File: src/design/led_color_fade_serializer_macros.svh
// Assertion macros shared by the LED colour fade serializer modules.
// Depends on nothing; each user supplies signals named clk and rst_n.
`ifndef LED_COLOR_FADE_SERIALIZER_MACROS_SVH
`define LED_COLOR_FADE_SERIALIZER_MACROS_SVH

// The consequent must hold in the same cycle as the antecedent.
`define LCFS_ASSERT_NOW(label, ante, cons, msg) \
  label: assert property (@(posedge clk) disable iff (!rst_n) (ante) |-> (cons)) \
    else $error(msg);

// The consequent must hold in the cycle after the antecedent.
`define LCFS_ASSERT_NEXT(label, ante, cons, msg) \
  label: assert property (@(posedge clk) disable iff (!rst_n) (ante) |=> (cons)) \
    else $error(msg);

`endif

File: src/design/lcfs_pkg.sv
// Shared types and constants for the LED colour fade serializer.
// No dependencies; imported by every module of the block.
package lcfs_pkg;

  localparam int CHAN_W            = 8;
  localparam int NUM_CHAN          = 3;
  localparam int COLOR_W           = CHAN_W * NUM_CHAN;
  localparam int FRAC_W            = 9;
  localparam int FRACTION_BITS_DEF = 8;
  localparam int BITS_PER_LED      = COLOR_W;
  localparam int CNT_W             = $clog2(BITS_PER_LED + 1);
  localparam int PROD_W            = CHAN_W + FRAC_W;
  localparam int SUM_W             = PROD_W + 1;

  localparam logic [CHAN_W-1:0] CHAN_MAX = {CHAN_W{1'b1}};

  // One input item: an LED's start and end colour and its frame marker.
  typedef struct packed {
    logic [COLOR_W-1:0] start_color;
    logic [COLOR_W-1:0] end_color;
    logic               frame_end;
  } in_item_t;

  // One result item: a single serial bit with its markers.
  typedef struct packed {
    logic data_bit;
    logic last_bit;
    logic frame_done;
  } out_item_t;

  // Load request from the merge point into the serializer.
  typedef struct packed {
    logic               load;
    logic               frame_end;
    logic [COLOR_W-1:0] word;
  } ser_load_t;

endpackage

File: src/design/led_color_fade_serializer.sv
// LED colour fade serializer top level: three channel lanes and serializer.
// Depends on lcfs_pkg, lcfs_lane, lcfs_serializer and the macros header.
//
// Usage:
//   Input channel (in_valid/in_ready/in_data) takes one LED's start and end
//   colour plus a frame-end marker. Each channel is faded by the fraction in
//   the configuration register (cfg_wr_en/cfg_wr_data, written when idle).
//   The output channel (out_valid/out_ready/out_data) gives 24 transfers per
//   LED, red, green then blue, most significant bit first; the 24th bit
//   carries last_bit, and frame_done when the LED closed the frame.
//   The first bit is offered once the lane multiply register has loaded at
//   the input transfer and the shift word has then loaded from it; a busy
//   shift register holds the LED in the lane registers in between.
//   The shift register sends one bit per cycle while out_ready is high; the
//   next LED waits in the lane registers so the bit stream runs without gaps.
//   Reset clears the fraction to zero and empties both stages.
//   A stalled receiver holds the current bit; once the lane stage is also
//   full, in_ready drops until the shift register frees up.
`include "led_color_fade_serializer_macros.svh"

module led_color_fade_serializer
  import lcfs_pkg::*;
#(
  parameter int FRACTION_BITS = FRACTION_BITS_DEF
) (
  input  logic              clk,
  input  logic              rst_n,
  input  logic              in_valid,
  output logic              in_ready,
  input  in_item_t          in_data,
  output logic              out_valid,
  input  logic              out_ready,
  output out_item_t         out_data,
  input  logic              cfg_wr_en,
  input  logic [FRAC_W-1:0] cfg_wr_data
);

  logic [FRAC_W-1:0] fade_fraction_r;
  logic              lane_valid_r, lane_valid_nxt;
  logic              lane_frame_r;
  logic              in_xfer;
  logic              can_load;
  logic [CHAN_W-1:0] chan_res [NUM_CHAN];
  ser_load_t         ld;

  // Fraction register.
  always_ff @(posedge clk) begin
    if (!rst_n) begin
      fade_fraction_r <= '0;
    end else if (cfg_wr_en) begin
      fade_fraction_r <= cfg_wr_data;
    end
  end

  // Lane stage occupancy and handover to the serializer.
  always_comb begin
    ld.load        = lane_valid_r && can_load;
    ld.frame_end   = lane_frame_r;
    ld.word        = {chan_res[2], chan_res[1], chan_res[0]};
    in_ready       = !lane_valid_r || can_load;
    in_xfer        = in_valid && in_ready;
    lane_valid_nxt = in_xfer || (lane_valid_r && !can_load);
  end

  always_ff @(posedge clk) begin
    if (!rst_n) begin
      lane_valid_r <= 1'b0;
    end else begin
      lane_valid_r <= lane_valid_nxt;
    end
  end

  always_ff @(posedge clk) begin
    if (in_xfer) begin
      lane_frame_r <= in_data.frame_end;
    end
  end

  // One lane per colour channel; lane 2 is red, lane 0 is blue.
  for (genvar i = 0; i < NUM_CHAN; i++) begin : g_lane
    lcfs_lane #(
      .FRACTION_BITS(FRACTION_BITS)
    ) u_lane (
      .clk       (clk),
      .load      (in_xfer),
      .start_chan(in_data.start_color[i*CHAN_W +: CHAN_W]),
      .end_chan  (in_data.end_color[i*CHAN_W +: CHAN_W]),
      .fraction  (fade_fraction_r),
      .chan_out  (chan_res[i])
    );
  end

  // Shift register with merged colour word.
  lcfs_serializer u_ser (
    .clk      (clk),
    .rst_n    (rst_n),
    .ld       (ld),
    .can_load (can_load),
    .out_valid(out_valid),
    .out_ready(out_ready),
    .out_data (out_data)
  );

  // The lane stage only empties into the serializer or holds.
  `LCFS_ASSERT_NEXT(a_lane_hold, lane_valid_r && !can_load, lane_valid_r, "lane item lost")
  `LCFS_ASSERT_NEXT(a_load_fills, ld.load, out_valid, "load did not start output")
  `LCFS_ASSERT_NOW(a_ready_free, !lane_valid_r, in_ready, "empty lane stage refused input")

endmodule

File: src/design/lcfs_lane.sv
// One colour channel of the fade: registered multiply, then add and clamp.
// Depends on lcfs_pkg.
module lcfs_lane
  import lcfs_pkg::*;
#(
  parameter int FRACTION_BITS = FRACTION_BITS_DEF
) (
  input  logic              clk,
  input  logic              load,
  input  logic [CHAN_W-1:0] start_chan,
  input  logic [CHAN_W-1:0] end_chan,
  input  logic [FRAC_W-1:0] fraction,
  output logic [CHAN_W-1:0] chan_out
);

  logic [CHAN_W:0]   diff;
  logic              neg;
  logic [CHAN_W-1:0] mag;
  logic [PROD_W-1:0] prod_r;
  logic [CHAN_W-1:0] start_r;
  logic              neg_r;
  logic [PROD_W-1:0] quot;
  logic [SUM_W-1:0]  sum;

  // Magnitude and sign of the colour step.
  always_comb begin
    diff = {1'b0, end_chan} - {1'b0, start_chan};
    neg  = diff[CHAN_W];
    mag  = neg ? CHAN_W'(-diff) : diff[CHAN_W-1:0];
  end

  // Scale the step by the fraction; the product is registered.
  always_ff @(posedge clk) begin
    if (load) begin
      prod_r  <= PROD_W'(mag) * PROD_W'(fraction);
      start_r <= start_chan;
      neg_r   <= neg;
    end
  end

  // Truncate towards zero, apply the step and clamp to the channel range.
  always_comb begin
    quot = prod_r >> FRACTION_BITS;
    if (neg_r) begin
      sum = SUM_W'(start_r) - SUM_W'(quot);
    end else begin
      sum = SUM_W'(start_r) + SUM_W'(quot);
    end
    if (sum[SUM_W-1]) begin
      chan_out = '0;
    end else if (sum[SUM_W-2:CHAN_W] != '0) begin
      chan_out = CHAN_MAX;
    end else begin
      chan_out = sum[CHAN_W-1:0];
    end
  end

endmodule

File: src/design/lcfs_serializer.sv
// Merged colour word shift register: sends 24 bits MSB first per LED.
// Depends on lcfs_pkg and led_color_fade_serializer_macros.svh.
`include "led_color_fade_serializer_macros.svh"

module lcfs_serializer
  import lcfs_pkg::*;
(
  input  logic      clk,
  input  logic      rst_n,
  input  ser_load_t ld,
  output logic      can_load,
  output logic      out_valid,
  input  logic      out_ready,
  output out_item_t out_data
);

  logic [COLOR_W-1:0] shift_r, shift_nxt;
  logic [CNT_W-1:0]   bits_left_r, bits_left_nxt;
  logic               frame_r, frame_nxt;
  logic               xfer;

  // A word may load when empty or as the current word's last bit transfers.
  always_comb begin
    out_valid           = (bits_left_r != '0);
    xfer                = out_valid && out_ready;
    can_load            = !out_valid || (xfer && (bits_left_r == CNT_W'(1)));
    out_data.data_bit   = shift_r[COLOR_W-1];
    out_data.last_bit   = (bits_left_r == CNT_W'(1));
    out_data.frame_done = out_data.last_bit && frame_r;
  end

  // Load a fresh word or shift after each transfer.
  always_comb begin
    shift_nxt     = shift_r;
    bits_left_nxt = bits_left_r;
    frame_nxt     = frame_r;
    if (ld.load) begin
      shift_nxt     = ld.word;
      bits_left_nxt = CNT_W'(BITS_PER_LED);
      frame_nxt     = ld.frame_end;
    end else if (xfer) begin
      shift_nxt     = {shift_r[COLOR_W-2:0], 1'b0};
      bits_left_nxt = bits_left_r - CNT_W'(1);
    end
  end

  always_ff @(posedge clk) begin
    if (!rst_n) begin
      shift_r     <= '0;
      bits_left_r <= '0;
      frame_r     <= 1'b0;
    end else begin
      shift_r     <= shift_nxt;
      bits_left_r <= bits_left_nxt;
      frame_r     <= frame_nxt;
    end
  end

  // Checks on the bit counter and load timing.
  `LCFS_ASSERT_NOW(a_load_free, ld.load, can_load, "serializer loaded while still busy")
  `LCFS_ASSERT_NEXT(a_load_count, ld.load, bits_left_r == CNT_W'(BITS_PER_LED), "load did not arm count")
  `LCFS_ASSERT_NOW(a_count_range, 1'b1, bits_left_r <= CNT_W'(BITS_PER_LED), "bit count out of range")
  `LCFS_ASSERT_NEXT(a_drain_step, xfer && !ld.load, bits_left_r == $past(bits_left_r) - CNT_W'(1), "count did not step")

endmodule
File: config.mk
export PLATFORM = sky130hd
export DESIGN_NAME = led_color_fade_serializer
export DESIGN_NICKNAME = d
export VERILOG_FILES = /design/src/design/lcfs_pkg.sv /design/src/design/led_color_fade_serializer.sv /design/src/design/lcfs_lane.sv /design/src/design/lcfs_serializer.sv
export VERILOG_INCLUDE_DIRS = /design/src /design/src/design
export SDC_FILE = /design/constraint.sdc
export NUM_CORES = 1
export LEC_CHECK = 0
export BUFFER_PORTS_ARGS = -buffer_cell sky130_fd_sc_hd__buf_2
export CAP_MARGIN = 25
export CORE_MARGIN = 5
export CORE_UTILIZATION = 60
export CTS_CLUSTER_DIAMETER = 200
export DETAILED_ROUTE_END_ITERATION = 10
export GPL_ROUTABILITY_DRIVEN = 0
export PLACE_DENSITY_LB_ADDON = 0.25
export SETUP_SLACK_MARGIN = 0.15
export SYNTH_ARGS = -nofsm -noshare
export SYNTH_HDL_FRONTEND = slang
export SYNTH_HIERARCHICAL = 1
export SYNTH_SLANG_ARGS = --single-unit
File: constraint.sdc
create_clock -name clk -period 12.6 [get_ports clk]
set_clock_uncertainty 0.05 [all_clocks]
set_input_delay 0.63 -clock clk [delete_from_list [all_inputs] [get_ports clk]]
set_output_delay 0.63 -clock clk [all_outputs]
set_load 0.02 [all_outputs]
==> out/metrics.csv <==
stage;metric;value;unit
outcome;status;finished, final reports clean;
critical_path;worstPathRequired;12.65;ns
critical_path;path_depth;25;
final_layout;drive_above_1_share;7.76;%
synth;synth_edf_count;55;
floorplanning;die_y;169;um
worst_hold_path;holdCritPathClass;in2reg;
synth;synth_warnings;6;
pwr;leakage;0.00757;uW
pwr;power;2420;uW
critical_path;reg2reg_from;fade_fraction_r[0]$_SDFFE_PN0P_;
timing;worst_slew_pin_slew;0.942;ns
clock_tree;clock_path_buffers;2;
final_layout;num_antenna_cells;0;
clock_tree;numCtsBuffers;9;
global_route;antenna_found_initial;0;
synth;avgSynthCellArea;8.74;um2
final_layout;nNetsFinal;2147;
global_route;grt_pass1_wl;59800;um
critical_path;cp_data_arrival_time;7.49;ns
routing;drc;0;
timing;maxSlewHeadroom;36.8;%
synth;synth_area_leaders;fa_1, ha_1, edfxtp_1;
routing;viasPerCell;5.93;
synth;synth_nets;2110;
floorplanning;die_w;169;um
timing;finalCriticalPeriod;7.45;ns
synth;async_flop_share;0;%
timing;finalMaxSlewViolations;0;
timing;fmax;134;MHz
routing;wire_per_inst;16.9;um
routing;wirelength;35500;um
critical_path;slowest_stage;fa_1;
critical_path;rr_worst_depth;18;
timing;setup_viol;0;
floorplanning;fp.coreArea;0.0250;mm2
synth;syn_inst;1736;
synth;yosysMostFrequentCell;inv_1;
timing;fin_crit_sh;59.1;%
clock_tree;htree_num_levels;3;
clock_tree;cts-resized-gates;0;
global_route;grt.total_usage;25.1;%
critical_path;setup.worst_path.end_class;register;
critical_path;crit_fanout;18;
synth;synth_commonest_cells;inv_1, ha_1, fa_1, nand2_1, a21oi_1;
global_route;grt_max_degree;56;
placement;portBuffers;67;
timing;rsz0062_at_grt;no;
pwr;pwr_density_cell;151;mW/mm2
final_layout;areaGrowthSynthToFinish;5.85;%
synth;yosys.area.top_type_share;17.4;%
routing;drt_iter0_drc;1089;
critical_path;cp_slowest_stage_delay;0.55;ns
global_route;grt-ovfl-total;0;
critical_path;crit_start;in_data[9];
clock_tree;cts_root_buf;clkbuf_16;
timing;setup-tns-final;0;ns
synth;yosysTopAreaCell;fa_1;
timing;timing.final.hold_violations;0;
clock_tree;cts_tree;yes;
floorplanning;start_util;60.6;%
critical_path;crit_end;g_lane[1].u_lane/prod_r[13]$_DFFE_PP_;
floorplanning;io_pins;68;
clock_tree;cts_sinks;95;
pwr;peakVddDrop;0.150;mV
global_route;first_global_vias;12218;
synth;synth_seq_cells;95;
routing;postRouteAntennaNets;0;
placement;dpl.hpwl;26900;um
synth;synth_cell_types;92;
clock_tree;path_clk_slew;0.07;ns
clock_tree;ctsHoldBuffers;0;
flow_run;maxCapViolCount;0;
critical_path;worstSetupPathType;in2reg;
routing;num_vias;12499;
floorplanning;rows;58;
synth;netlist_area;0.0152;mm2
routing;drtPass1Iterations;5;
clock_tree;post_cts_buffers;0;
clock_tree;insertion_delay;0.36;ns
synth;synth_ff_type;edfxtp_1;
critical_path;crit_buf_inv;6;
critical_path;r2r-end;g_lane[1].u_lane/prod_r[13]$_DFFE_PP_;
synth;seq_area_frac_synth;16.2;%
critical_path;crit_family;adder cells;
floorplanning;dieArea;0.0286;mm2
critical_path;reg2reg_slack;6.77;ns
critical_path;startpoint_type;input pin;
state kept, by name (all words and copies together) (netlist names):
name	flops
u_ser/bits_left_r	5
u_ser/shift_r	24
lane_frame_r	1
g_lane.u_lane/neg_r	3
lane_valid_r	1
g_lane.u_lane/prod_r	27
fade_fraction_r	9
g_lane.u_lane/start_r	24
u_ser/frame_r	1
worst reg2reg max path: cells and delay by family, from the launching register on:
family | cells | cell delay, ns
simple gates | 3 | 1.04
compound gates | 4 | 0.89
xor+xnor | 1 | 0.16
fa+ha+maj | 5 | 2.44
buf+inv | 4 | 0.37
mux | 1 | 0.30
flops | 1 | 0.31
report_power, final:
group | leakage (uW) | total, uW | internal, uW | switching [uW]
Sequential | 0.000868 | 518 | 453 | 65.0
Clock | 0.000149 | 298 | 159 | 139
Combinational | 0.00655 | 1610 | 650 | 956
Total | 0.00757 | 2420 | 1260 | 1160
worst min-delay path by stage:
stage          depth (start not counted)  slack [ns]                              end                             from
6_report                               1        0.40           lane_frame_r$_DFFE_PP_                       in_data[0]
5_1_grt                                1        0.40           lane_frame_r$_DFFE_PP_                       in_data[0]
4_1_cts                                1        0.40           lane_frame_r$_DFFE_PP_                       in_data[0]
3_5_place_dp                           2        0.46  fade_fraction_r[8]$_SDFFE_PN0P_  fade_fraction_r[8]$_SDFFE_PN0P_
3_3_place_gp                           2        0.44       u_ser/frame_r$_SDFFE_PN0P_       u_ser/frame_r$_SDFFE_PN0P_
2_1_floorplan                          2        0.42       u_ser/frame_r$_SDFFE_PN0P_       u_ser/frame_r$_SDFFE_PN0P_
routing by layer:
| metal | up-vias | GRT usage (%) | wire length (um) | share of wire (%) |
|---|---|---|---|---|
| li1 | 6043 | - | - | - |
| met1 | 6045 | 35.0 | 16200 | 46 |
| met2 | 351 | 42.3 | 16700 | 47 |
| met3 | 60 | 2.24 | 1850 | 5.2 |
| met4 | 0 | 6.30 | 760 | 2.1 |
| met5 | - | 0 | 0 | 0 |
layout make-up:
type / count / area (um2)
timing repair buffer: 81 / 440
inverter: 263 / 987
sequential: 95 / 2450
multi-input combinational: 1323 / 11500
clock buffer: 9 / 225
tap: 330 / 413
clock inverter: 7 / 90.1
fill: 2100 / 8970
logic make-up after synthesis:
family / synth area share [%]
AND/OR/NAND/NOR: 19.9
AO/OA/AOI/OAI: 17.6
buffers and inverters: 8.37
adder cells (fa/ha/maj): 32.2
flip-flops: 16.2
XOR/XNOR: 4.02
multiplexers: 1.75
stage by stage:
stage	worst slack, ns	instances	instance area, um2	util, %	hold slack [ns]
global route	4.60	2108	16100	64.2	0.399
detailed placement	4.84	2092	15700	62.9	0.460
global placement	5.02	2092	15700	62.9	0.439
CTS	5.19	2108	16100	64.2	0.397
floorplan	5.46	1736	15200	-	0.424
finish	5.15	2108	16100	64.2	0.402
placed cells by master (no fill, tap or decap), types with 16 or more instances in the layout:
master    count
inv_1       259
ha_1        179
fa_1        132
nand2_1     108
a21oi_1      91
and2_1       81
nor2b_1      75
nand2b_1     67
buf_2        67
nor2_1       63
edfxtp_1     55
o21ai_0      54
xnor2_1      45
dfxtp_1      40
and3_1       30
a21o_1       23
o311a_1      23
mux2i_1      22
a21boi_0     21
xor2_1       21
nor3_1       20
nand3_1      18
nand4_1      16
(Power assumes the default switching activity.)
